File: config.mk
export PLATFORM = sky130hd
export DESIGN_NAME = clock_calendar_counter
export DESIGN_NICKNAME = d
export VERILOG_FILES = /design/src/design/ccc_pkg.sv /design/src/design/ccc_frame_rx.sv /design/src/design/ccc_time_core.sv /design/src/design/clock_calendar_counter.sv
export VERILOG_INCLUDE_DIRS = /design/src /design/src/design
export SDC_FILE = /design/constraint.sdc
export NUM_CORES = 1
export LEC_CHECK = 0
export ABC_AREA = 1
export BUFFER_PORTS_ARGS = -buffer_cell sky130_fd_sc_hd__buf_4
export CORE_MARGIN = 2
export CORE_UTILIZATION = 38
export CTS_BUF_LIST = sky130_fd_sc_hd__clkbuf_4 sky130_fd_sc_hd__clkbuf_8
export DETAILED_ROUTE_END_ITERATION = 8
export GPL_TIMING_DRIVEN = 0
export PLACE_DENSITY_LB_ADDON = 0.1
export SLEW_MARGIN = 40
export SYNTH_ARGS = -nofsm -noshare
export SYNTH_HDL_FRONTEND = slang
export SYNTH_HIERARCHICAL = 1
export SYNTH_SLANG_ARGS = --single-unit
File: constraint.sdc
create_clock -name clock -period 3.7 [get_ports clock]
set_input_delay 0.925 -clock clock [delete_from_list [all_inputs] [get_ports clock]]
set_output_delay 0.925 -clock clock [all_outputs]
set_load 0.02 [all_outputs]
File: src/design/assert_macros.svh
// Concurrent assertion helpers, clocked on clock and disabled during reset.
`ifndef ASSERT_MACROS_SVH
`define ASSERT_MACROS_SVH

`ifndef SYNTHESIS
`define ASSERT_CLK(label, prop) \
   label: assert property (@(posedge clock) disable iff (reset) (prop)) \
      else $error("%m: assertion failed");
`define ASSERT_NEVER(label, expr) \
   label: assert property (@(posedge clock) disable iff (reset) !(expr)) \
      else $error("%m: forbidden condition seen");
`else
`define ASSERT_CLK(label, prop)
`define ASSERT_NEVER(label, expr)
`endif

`endif

File: src/design/ccc_pkg.sv
package ccc_pkg;

   typedef logic [3:0] digit_type;

   typedef struct packed {
      digit_type tens;
      digit_type units;
   } bcd_pair_type;

   typedef logic [3:0][3:0] year_bcd_type;

   localparam logic [1:0] ACT_TICK   = 2'd0;
   localparam logic [1:0] ACT_CHAR   = 2'd1;
   localparam logic [1:0] ACT_MODE   = 2'd2;
   localparam logic [1:0] ACT_SCREEN = 2'd3;

   localparam logic [1:0] CSR_TICKS_PER_SECOND = 2'd0;
   localparam logic [1:0] CSR_DAYS_PER_MONTH   = 2'd1;
   localparam logic [1:0] CSR_MONTHS_PER_YEAR  = 2'd2;

   localparam digit_type  DIGIT_DASH = 4'd10;
   localparam logic [3:0] FRAME_LAST = 4'd13;

   typedef struct packed {
      logic [7:0] ticks_per_second;
      logic [4:0] days_per_month;
      logic [6:0] months_per_year;
   } csr_type;

   typedef struct packed {
      logic         load;
      bcd_pair_type hours;
      bcd_pair_type minutes;
      bcd_pair_type seconds;
      bcd_pair_type days;
      bcd_pair_type months;
      year_bcd_type year;
   } frame_load_type;

   typedef struct packed {
      digit_type digit_a;
      digit_type digit_b;
      digit_type digit_c;
      digit_type digit_d;
      digit_type digit_e;
      digit_type digit_f;
      digit_type digit_g;
      digit_type digit_h;
      logic      shows_date;
      logic      display_on;
      logic      refresh;
   } result_type;

endpackage

File: src/design/ccc_frame_rx.sv
`include "assert_macros.svh"

module ccc_frame_rx (
   input  logic                    clock,
   input  logic                    reset,
   input  logic                    char_valid,
   input  logic [7:0]              serial_char,
   output ccc_pkg::frame_load_type frame
);

   localparam logic [7:0] CHAR_ZERO = 8'h30;
   localparam logic [7:0] CHAR_NINE = 8'h39;

   logic [3:0]         position_ff;
   logic [3:0]         position_in;
   logic               bad_ff;
   logic               bad_in;
   ccc_pkg::digit_type digits_ff [13];
   logic               is_digit;
   logic               at_last;
   ccc_pkg::digit_type value;

   assign is_digit = (serial_char >= CHAR_ZERO) && (serial_char <= CHAR_NINE);
   assign value    = is_digit ? serial_char[3:0] : 4'd0;
   assign at_last  = (position_ff == ccc_pkg::FRAME_LAST);

   always_comb begin
      position_in = position_ff;
      bad_in      = bad_ff;
      if (char_valid) begin
         if (at_last) begin
            position_in = 4'd0;
            bad_in      = 1'b0;
         end else begin
            position_in = position_ff + 4'd1;
            bad_in      = bad_ff | ~is_digit;
         end
      end
   end

   always_ff @(posedge clock) begin
      if (reset) begin
         position_ff <= 4'd0;
         bad_ff      <= 1'b0;
      end else begin
         position_ff <= position_in;
         bad_ff      <= bad_in;
      end
   end

   always_ff @(posedge clock) begin
      if (char_valid && !at_last) begin
         digits_ff[position_ff] <= value;
      end
   end

   assign frame.load    = char_valid && at_last && !bad_ff && is_digit;
   assign frame.hours   = '{tens: digits_ff[0], units: digits_ff[1]};
   assign frame.minutes = '{tens: digits_ff[2], units: digits_ff[3]};
   assign frame.seconds = '{tens: digits_ff[4], units: digits_ff[5]};
   assign frame.days    = '{tens: digits_ff[6], units: digits_ff[7]};
   assign frame.months  = '{tens: digits_ff[8], units: digits_ff[9]};
   assign frame.year    = {digits_ff[10], digits_ff[11], digits_ff[12], value};

   `ASSERT_NEVER(a_position_range, position_ff > ccc_pkg::FRAME_LAST)
   `ASSERT_CLK(a_load_at_end, frame.load |=> (position_ff == 4'd0) && !bad_ff)
   `ASSERT_CLK(a_bad_blocks_load, (bad_ff && at_last) |-> !frame.load)

endmodule

File: src/design/ccc_time_core.sv
module ccc_time_core (
   input  logic                    clock,
   input  logic                    reset,
   input  logic                    step,
   input  logic [1:0]              action,
   input  ccc_pkg::frame_load_type frame,
   input  ccc_pkg::csr_type        csr,
   output ccc_pkg::result_type     result
);

   localparam ccc_pkg::bcd_pair_type PAIR_ZERO  = '{tens: 4'd0, units: 4'd0};
   localparam ccc_pkg::bcd_pair_type PAIR_ONE   = '{tens: 4'd0, units: 4'd1};
   localparam ccc_pkg::year_bcd_type YEAR_RESET = 16'h1971;

   function automatic logic [6:0] pair_value(input ccc_pkg::bcd_pair_type p);
      return {p.tens, 3'b000} + {2'b00, p.tens, 1'b0} + {3'b000, p.units};
   endfunction

   function automatic ccc_pkg::bcd_pair_type pair_inc(input ccc_pkg::bcd_pair_type p);
      ccc_pkg::bcd_pair_type r;
      if (p.units == 4'd9) begin
         r.tens  = p.tens + 4'd1;
         r.units = 4'd0;
      end else begin
         r.tens  = p.tens;
         r.units = p.units + 4'd1;
      end
      return r;
   endfunction

   function automatic ccc_pkg::year_bcd_type year_inc(input ccc_pkg::year_bcd_type y);
      ccc_pkg::year_bcd_type r;
      logic                  carry;
      r     = y;
      carry = 1'b1;
      for (int i = 0; i < 4; i++) begin
         if (carry) begin
            if (y[i] == 4'd9) begin
               r[i] = 4'd0;
            end else begin
               r[i]  = y[i] + 4'd1;
               carry = 1'b0;
            end
         end
      end
      return r;
   endfunction

   logic [7:0]            tick_ff, tick_in, tick_inc;
   ccc_pkg::bcd_pair_type sec_ff, sec_in;
   ccc_pkg::bcd_pair_type min_ff, min_in;
   ccc_pkg::bcd_pair_type hour_ff, hour_in;
   ccc_pkg::bcd_pair_type day_ff, day_in;
   ccc_pkg::bcd_pair_type mon_ff, mon_in;
   ccc_pkg::year_bcd_type year_ff, year_in;
   logic                  date_ff, date_in;
   logic                  screen_ff, screen_in;
   logic                  advance;
   logic                  sec_wrap, min_wrap, hour_wrap, day_wrap, mon_wrap;
   logic                  show_date;

   assign tick_inc  = tick_ff + 8'd1;
   assign sec_wrap  = pair_value(sec_ff) >= 7'd59;
   assign min_wrap  = pair_value(min_ff) >= 7'd59;
   assign hour_wrap = pair_value(hour_ff) >= 7'd23;
   assign day_wrap  = pair_value(day_ff) >= {2'b00, csr.days_per_month};
   assign mon_wrap  = pair_value(mon_ff) >= csr.months_per_year;

   always_comb begin
      tick_in   = tick_ff;
      sec_in    = sec_ff;
      min_in    = min_ff;
      hour_in   = hour_ff;
      day_in    = day_ff;
      mon_in    = mon_ff;
      year_in   = year_ff;
      date_in   = date_ff;
      screen_in = screen_ff;
      advance   = 1'b0;
      if (step) begin
         case (action)
            ccc_pkg::ACT_TICK: begin
               if (tick_inc >= csr.ticks_per_second) begin
                  tick_in = 8'd0;
                  advance = 1'b1;
               end else begin
                  tick_in = tick_inc;
               end
            end
            ccc_pkg::ACT_CHAR: begin
            end
            ccc_pkg::ACT_MODE: begin
               date_in = ~date_ff;
            end
            ccc_pkg::ACT_SCREEN: begin
               screen_in = ~screen_ff;
            end
            default: begin
            end
         endcase
      end
      if (advance) begin
         sec_in = sec_wrap ? PAIR_ZERO : pair_inc(sec_ff);
         if (sec_wrap) begin
            min_in = min_wrap ? PAIR_ZERO : pair_inc(min_ff);
            if (min_wrap) begin
               hour_in = hour_wrap ? PAIR_ZERO : pair_inc(hour_ff);
               if (hour_wrap) begin
                  day_in = day_wrap ? PAIR_ONE : pair_inc(day_ff);
                  if (day_wrap) begin
                     mon_in = mon_wrap ? PAIR_ONE : pair_inc(mon_ff);
                     if (mon_wrap) begin
                        year_in = year_inc(year_ff);
                     end
                  end
               end
            end
         end
      end
      if (frame.load) begin
         hour_in = frame.hours;
         min_in  = frame.minutes;
         sec_in  = frame.seconds;
         day_in  = frame.days;
         mon_in  = frame.months;
         year_in = frame.year;
      end
   end

   always_ff @(posedge clock) begin
      if (reset) begin
         tick_ff   <= 8'd0;
         sec_ff    <= PAIR_ZERO;
         min_ff    <= PAIR_ZERO;
         hour_ff   <= PAIR_ZERO;
         day_ff    <= PAIR_ONE;
         mon_ff    <= PAIR_ONE;
         year_ff   <= YEAR_RESET;
         date_ff   <= 1'b0;
         screen_ff <= 1'b1;
      end else begin
         tick_ff   <= tick_in;
         sec_ff    <= sec_in;
         min_ff    <= min_in;
         hour_ff   <= hour_in;
         day_ff    <= day_in;
         mon_ff    <= mon_in;
         year_ff   <= year_in;
         date_ff   <= date_in;
         screen_ff <= screen_in;
      end
   end

   assign show_date = date_in && !frame.load;

   always_comb begin
      if (show_date) begin
         result.digit_a = day_in.tens;
         result.digit_b = day_in.units;
         result.digit_c = mon_in.tens;
         result.digit_d = mon_in.units;
         result.digit_e = year_in[3];
         result.digit_f = year_in[2];
         result.digit_g = year_in[1];
         result.digit_h = year_in[0];
      end else begin
         result.digit_a = hour_in.tens;
         result.digit_b = hour_in.units;
         result.digit_c = ccc_pkg::DIGIT_DASH;
         result.digit_d = min_in.tens;
         result.digit_e = min_in.units;
         result.digit_f = ccc_pkg::DIGIT_DASH;
         result.digit_g = sec_in.tens;
         result.digit_h = sec_in.units;
      end
      result.shows_date = show_date;
      result.display_on = screen_in;
      result.refresh    = advance | frame.load;
   end

endmodule

File: src/design/clock_calendar_counter.sv
// An accepted item passes the input register, then the result register, to the outputs.
// One item per cycle unless stalled; the counter update and digit select sit in one stage.
// Backpressure on rsp_ready stalls the input register and then req_ready.
// Reset (synchronous): registers 10/30/12, clock 00:00:00 on 01-01-1971, time view, display on.
`include "assert_macros.svh"

module clock_calendar_counter (
   input  logic       clock,
   input  logic       reset,
   input  logic       req_valid,
   output logic       req_ready,
   input  logic [1:0] req_action,
   input  logic [7:0] req_serial_char,
   output logic       rsp_valid,
   input  logic       rsp_ready,
   output logic [3:0] rsp_digit_a,
   output logic [3:0] rsp_digit_b,
   output logic [3:0] rsp_digit_c,
   output logic [3:0] rsp_digit_d,
   output logic [3:0] rsp_digit_e,
   output logic [3:0] rsp_digit_f,
   output logic [3:0] rsp_digit_g,
   output logic [3:0] rsp_digit_h,
   output logic       rsp_shows_date,
   output logic       rsp_display_on,
   output logic       rsp_refresh,
   input  logic       csr_valid,
   output logic       csr_ready,
   input  logic [1:0] csr_index,
   input  logic [7:0] csr_wdata
);

   logic                    pipe_valid_ff;
   logic [1:0]              pipe_action_ff;
   logic [7:0]              pipe_char_ff;
   logic                    step;
   logic                    rsp_valid_ff;
   ccc_pkg::result_type     rsp_ff;
   ccc_pkg::result_type     result;
   ccc_pkg::frame_load_type frame;
   ccc_pkg::csr_type        csr_ff;

   assign step      = pipe_valid_ff && (!rsp_valid_ff || rsp_ready);
   assign req_ready = !pipe_valid_ff || step;
   assign csr_ready = 1'b1;

   always_ff @(posedge clock) begin
      if (reset) begin
         pipe_valid_ff <= 1'b0;
      end else if (req_ready) begin
         pipe_valid_ff <= req_valid;
      end
   end

   always_ff @(posedge clock) begin
      if (req_valid && req_ready) begin
         pipe_action_ff <= req_action;
         pipe_char_ff   <= req_serial_char;
      end
   end

   always_ff @(posedge clock) begin
      if (reset) begin
         csr_ff.ticks_per_second <= 8'd10;
         csr_ff.days_per_month   <= 5'd30;
         csr_ff.months_per_year  <= 7'd12;
      end else if (csr_valid) begin
         unique case (csr_index)
            ccc_pkg::CSR_TICKS_PER_SECOND: csr_ff.ticks_per_second <= csr_wdata;
            ccc_pkg::CSR_DAYS_PER_MONTH:   csr_ff.days_per_month   <= csr_wdata[4:0];
            ccc_pkg::CSR_MONTHS_PER_YEAR:  csr_ff.months_per_year  <= csr_wdata[6:0];
            default: begin
            end
         endcase
      end
   end

   ccc_frame_rx u_frame_rx (
      .clock       (clock),
      .reset       (reset),
      .char_valid  (step && (pipe_action_ff == ccc_pkg::ACT_CHAR)),
      .serial_char (pipe_char_ff),
      .frame       (frame)
   );

   ccc_time_core u_time_core (
      .clock  (clock),
      .reset  (reset),
      .step   (step),
      .action (pipe_action_ff),
      .frame  (frame),
      .csr    (csr_ff),
      .result (result)
   );

   always_ff @(posedge clock) begin
      if (reset) begin
         rsp_valid_ff <= 1'b0;
      end else if (step) begin
         rsp_valid_ff <= 1'b1;
      end else if (rsp_ready) begin
         rsp_valid_ff <= 1'b0;
      end
   end

   always_ff @(posedge clock) begin
      if (step) begin
         rsp_ff <= result;
      end
   end

   assign rsp_valid      = rsp_valid_ff;
   assign rsp_digit_a    = rsp_ff.digit_a;
   assign rsp_digit_b    = rsp_ff.digit_b;
   assign rsp_digit_c    = rsp_ff.digit_c;
   assign rsp_digit_d    = rsp_ff.digit_d;
   assign rsp_digit_e    = rsp_ff.digit_e;
   assign rsp_digit_f    = rsp_ff.digit_f;
   assign rsp_digit_g    = rsp_ff.digit_g;
   assign rsp_digit_h    = rsp_ff.digit_h;
   assign rsp_shows_date = rsp_ff.shows_date;
   assign rsp_display_on = rsp_ff.display_on;
   assign rsp_refresh    = rsp_ff.refresh;

   `ASSERT_CLK(a_full_stall, (pipe_valid_ff && rsp_valid_ff && !rsp_ready) |-> !req_ready)
   `ASSERT_CLK(a_step_gives_rsp, step |=> rsp_valid_ff)
   `ASSERT_CLK(a_time_dashes, (rsp_valid_ff && !rsp_ff.shows_date) |->
      (rsp_ff.digit_c == ccc_pkg::DIGIT_DASH) && (rsp_ff.digit_f == ccc_pkg::DIGIT_DASH))

endmodule
* After elaboration in Yosys (flattened, before gate mapping)
Memories as Yosys holds them, arrays and structs flattened. Cells that the tools add are included. W data, S select, Z words.
Operators by class: reduce and logical (&&, ||, !) cells 23, div/mod/pow operators 0, eq/ne operators 15, shift-type cells 0, $add $sub $neg 26, bitwise gates (word level) 5, order comparisons 8, muxes and demuxes 83, multiply operators 0
Operators by type and width (count):
- $mux W8 | 31
- $mux W16 | 7
- $add A4 B1 Y4 const B | 15
- $eq A4 B4 Y1 const B | 10
- $mux W4 | 9
- $add A7 B4 Y7 | 5
- $add A7 B5 Y7 | 5
- $mux W1 | 35
- $mux W32 | 1
- $ge A7 B6 Y1 const B | 2
- $logic_and A1 B1 Y1 | 9
- $add A8 B1 Y8 const B | 1
- $ge A8 B6 Y1 const B | 1
- $ge A8 B8 Y1 | 1
- $le A8 B6 Y1 const B | 1
- $reduce_and A2 Y1 | 4
- $ge A7 B5 Y1 | 1
- $ge A7 B5 Y1 const B | 1
- $ge A7 B7 Y1 | 1
- $eq A2 B2 Y1 const B | 3
- $logic_not A1 Y1 | 5
- $eq A2 B1 Y1 const B | 2
- $logic_not A2 Y1 | 2
- $not A1 Y1 | 3
- 3 further kinds | 5
Word-level totals: memory bits (writable) 52, input bits 25, latch bits 0, ROM bits 0, flip-flop bits (word level) 138, memories kept 1, logic and storage cells 198, output and inout port bits 38
Memory list:
- u_frame_rx.digits_ff | words 13, width 4, rd ports 13, clocked after Yosys merged registers in 0, wr ports 1, line ccc_frame_rx.sv:18 | ccc_pkg::digit_type digits_ff [13];

* Logic depth before layout (Yosys ltp)
depth after elaboration 32, mapped depth 20, gate-level depth less buffers 19

* Modules after synthesis
The synthesis kept the hierarchy.
Modules (own cells, without submodules):
- ccc_time_core | cells an instance 955, sequential area each 1321.3 um2, area each 6337.3 um2, instances 1
- clock_calendar_counter | cells an instance 178, sequential area each 1791.7 um2, area each 2297.2 um2, instances 1
- ccc_frame_rx | cells an instance 125, sequential area each 1661.6 um2, area each 1949.4 um2, instances 1

* Worst setup path before layout
No wires, ideal clock.
path kind input-to-reg, start point input port rsp_ready, end point register rsp_ff, in the netlist rsp_digit_h[2] (data pin), slack -242 ps, required time 3432 ps, library setup time 268 ps, buffers on the path 2, stages 16, data arrival time 3674 ps, cells stage by stage inv_1 nand2_1 nand2_1 inv_1 nand2_1 nor2_1 nand2_2 nor2_2 nand2_1 nor2_1 clkbuf_1 clkinv_1 buf_4 or2_2 nand3_1 o21ai_0
RTL lines:
- start: declaration | line clock_calendar_counter.sv:15 | input logic rsp_ready,
- end signal: assignment | line clock_calendar_counter.sv:108 | rsp_ff <= result;
- end: declaration | line clock_calendar_counter.sv:38 | ccc_pkg::result_type rsp_ff;

==> results.md <==
* Syn Inst Count at 1258
* Critical path startpoint category: register
* Via count at 8585
* Post-synth EDFFs at 97
* Layout cells sized above 1 at 14.8%
* I/O Pins at 63
* Final Critical Period at 3.52 ns
* Core ar. at 0.0276 mm^2
* Max-cap violations at 0
* Worst Hold Class: reg2reg
* Root Buffer: clkbuf_8
* Post-synth top flop: edfxtp_1
* Crit share post-route at 95.2%
* Max Slew Vio Count at 0
* Routed wire length at 28.3 mm
* CTS tree: yes
* Synth Area in Compound Gates at 10.4%
* Main combinational cell family by area after synthesis: simple AND/OR/NAND/NOR gates
* Slew Limit Headroom at 43.1%
* Unrepaired setup endpoints after global routing: false
* Synth-to-Final Area Change at 13.9%
* Average size of a mapped cell at 8.41 um^2
* Initial Utilization at 38.3%
* Clk Latency, worst-skew pair at 0.47 ns
* Largest net degree at the start of global routing at 25
* Mux share of post-synthesis cell area at 0.284%
* GRT Residual Overflow at 0
* #FFs+latches synth at 190
* Register area share after synthesis at 45.1%
* Ranking of synthesized cells by area: edfxtp_1 28%, dfxtp_1 18%, nand2_1 9.5%
* Cell variety after synth at 50
* Leading area contributor after synthesis: edfxtp_1
* Final setup vio count at 0
* Static leakage at 5.65 nW
* Max IR drop VDD at 0.000173 V
* CP Class: reg2reg
* Vias in the first global route at 8062
* Most frequent cell after synthesis: nand2_1
* Nets at 1451
* Worst hold slack at 0.465 ns
* # diodes at 0
* Max FO, Critical Path at 6
* Final hold violations at 0
* Yosys warns at 6
* Post-synthesis xor/xnor area fraction at 2.15%
* Top cell type's share of synthesized area at 27.5%
* Number of remaining DRC errors at 0
* Mapped cell area at 0.0106 mm^2
* CTS Buf Count at 17
* Max Fclk at 284 MHz
* Simple-gate share of the synthesized area at 23.8%
* Slew @ Worst Pin at 0.853 ns
* Worst EP arrival at 3.71 ns
* ANT nets after route at 0
* Fin worst setup slack at 0.179 ns
* Final core utilization at 43.6%
* Most common library cells after synthesis: 268 x nand2_1, 155 x inv_1, 108 x nand3_1, 97 x edfxtp_1
* Post-Synth Adder-Cell Area at 10.3%
* Layout Skew at 0.0189 ns
* Rows at 61
* Cell Pwr Density at 316 mW/mm^2
* Critical Path RT at 3.89 ns
* Global-route wire length before repair at 44.2 mm
* GRT Total Usage at 20.0%
* PortBufs at 61
* Syn Nets at 1364
* Post-placement setup slack at -1.12 ns
* Starting DRC count in detailed routing at 558
* H-tree levels at 4
* Die ar. at 0.0292 mm^2
* Deepest clock path buffer count at 2
* Status: completed
* Die H at 171 um
* Async S/R FF share, synth at 0%
* CP endpoint kind: register
* Clk sinks at 190
* Wirelength per Cell at 16.3 um
* Clock transition at the registers of the reported paths at 0.10 ns
* HPWL Detailed at 20.7 mm
* Antenna violations before repair at 1
* Placer Congestion at 0.823
* Vias per cell at 4.95
* DRT Pass-1 Iters at 5
* Die Wd at 171 um
## worst max-delay path, cell delays in order, from the launching register on
cell and delay (ns):
dfxtp_4 0.39, fa_1 0.54, fa_2 0.42, nand3_1 0.09, nand2_1 0.06, xor2_1 0.15, ha_1 0.29, nand2_1 0.08
nor2_2 0.17, nand2_2 0.13, nand3_4 0.20, nand2_4 0.11, nor2_2 0.12, nand3_1 0.08, nor2_1 0.10, nand3_1 0.07
nand3_1 0.11, o21ai_1 0.12
## routing by layer
metal | global-route usage (%) | vias up | share of wire [%]
met4 | 4.86 | 0 | 1.7
met2 | 30.9 | 185 | 44
met1 | 29.3 | 4017 | 50
met5 | 0 | - | 0
li1 | - | 4356 | -
met3 | 3.01 | 27 | 4.1
## flip-flops by register name, summed over array words and instances, names as in the netlist, 8 cells and up
register and flops:
u_time_core/tick_ff 8, u_frame_rx/digits_ff 52, u_time_core/hour_ff 8, u_time_core/sec_ff 8
u_time_core/day_ff 8, u_time_core/year_ff 16, u_time_core/mon_ff 8, pipe_char_ff 8
u_time_core/min_ff 8, csr_ff 20
## repair_timing
item	in CTS	in global routing
hold buffers	0	0
pin swaps	0	3
endpoints found under the hold margin	0	0
setup buffers	1	4
endpoints found under the setup margin	87	30
resized for setup	12	29
gates cloned	0	1
## cells by family after synthesis
kind of cell,count (synthesis)
simple gates,549
compound gates,205
buf+inv,203
flops,190
fa+ha+maj,81
xor+xnor,26
mux,3
other cells,1
## report_power, final
part	internal, mW	switching [mW]
clock	0.491	0.825
sequential	2.24	0.0159
combinational	0.0816	0.155
## stage by stage
stage	power [mW]	cell area, um^2	cells	setup TNS [ns]
final	3.81	12100	1736	0
after global routing	3.97	12100	1736	0
after CTS	3.85	11900	1731	0
after detailed placement	2.54	11600	1698	-73.06
after global placement	2.53	11500	1697	-81.13
after floorplan	2.43	10600	1258	0
## final timing paths
path                              start        endpoint  slack [ns]  cells after the start
hold / removal                csr_ff[9]       csr_ff[9]        0.47                      2
setup reg to reg  u_time_core/mon_ff[4]  rsp_digit_e[2]        0.18                     17
setup / recovery  u_time_core/mon_ff[4]  rsp_digit_e[2]        0.18                     17
hold reg to reg               csr_ff[9]       csr_ff[9]        0.47                      2
## layout make-up
class	count	area, um^2
inverters	167	641
clock inverters	15	128
fillers	2842	15600
flip-flops and latches	190	4780
repair buffers	67	515
well taps	378	473
multi-input cells	866	5060
clock buffers	17	234
plain buffers	36	213
## placed cells by master (no fill, tap or decap), types with 19 or more instances in the layout
master / instances
nand4_1: 19
dfxtp_1: 88
a21oi_1: 81
nor2_1: 86
nand2_1: 264
inv_1: 153
buf_4: 72
o21ai_1: 22
edfxtp_1: 97
nand3_1: 107
o21ai_0: 69
ha_1: 71
Note: power is estimated with default switching activity, not from simulation.
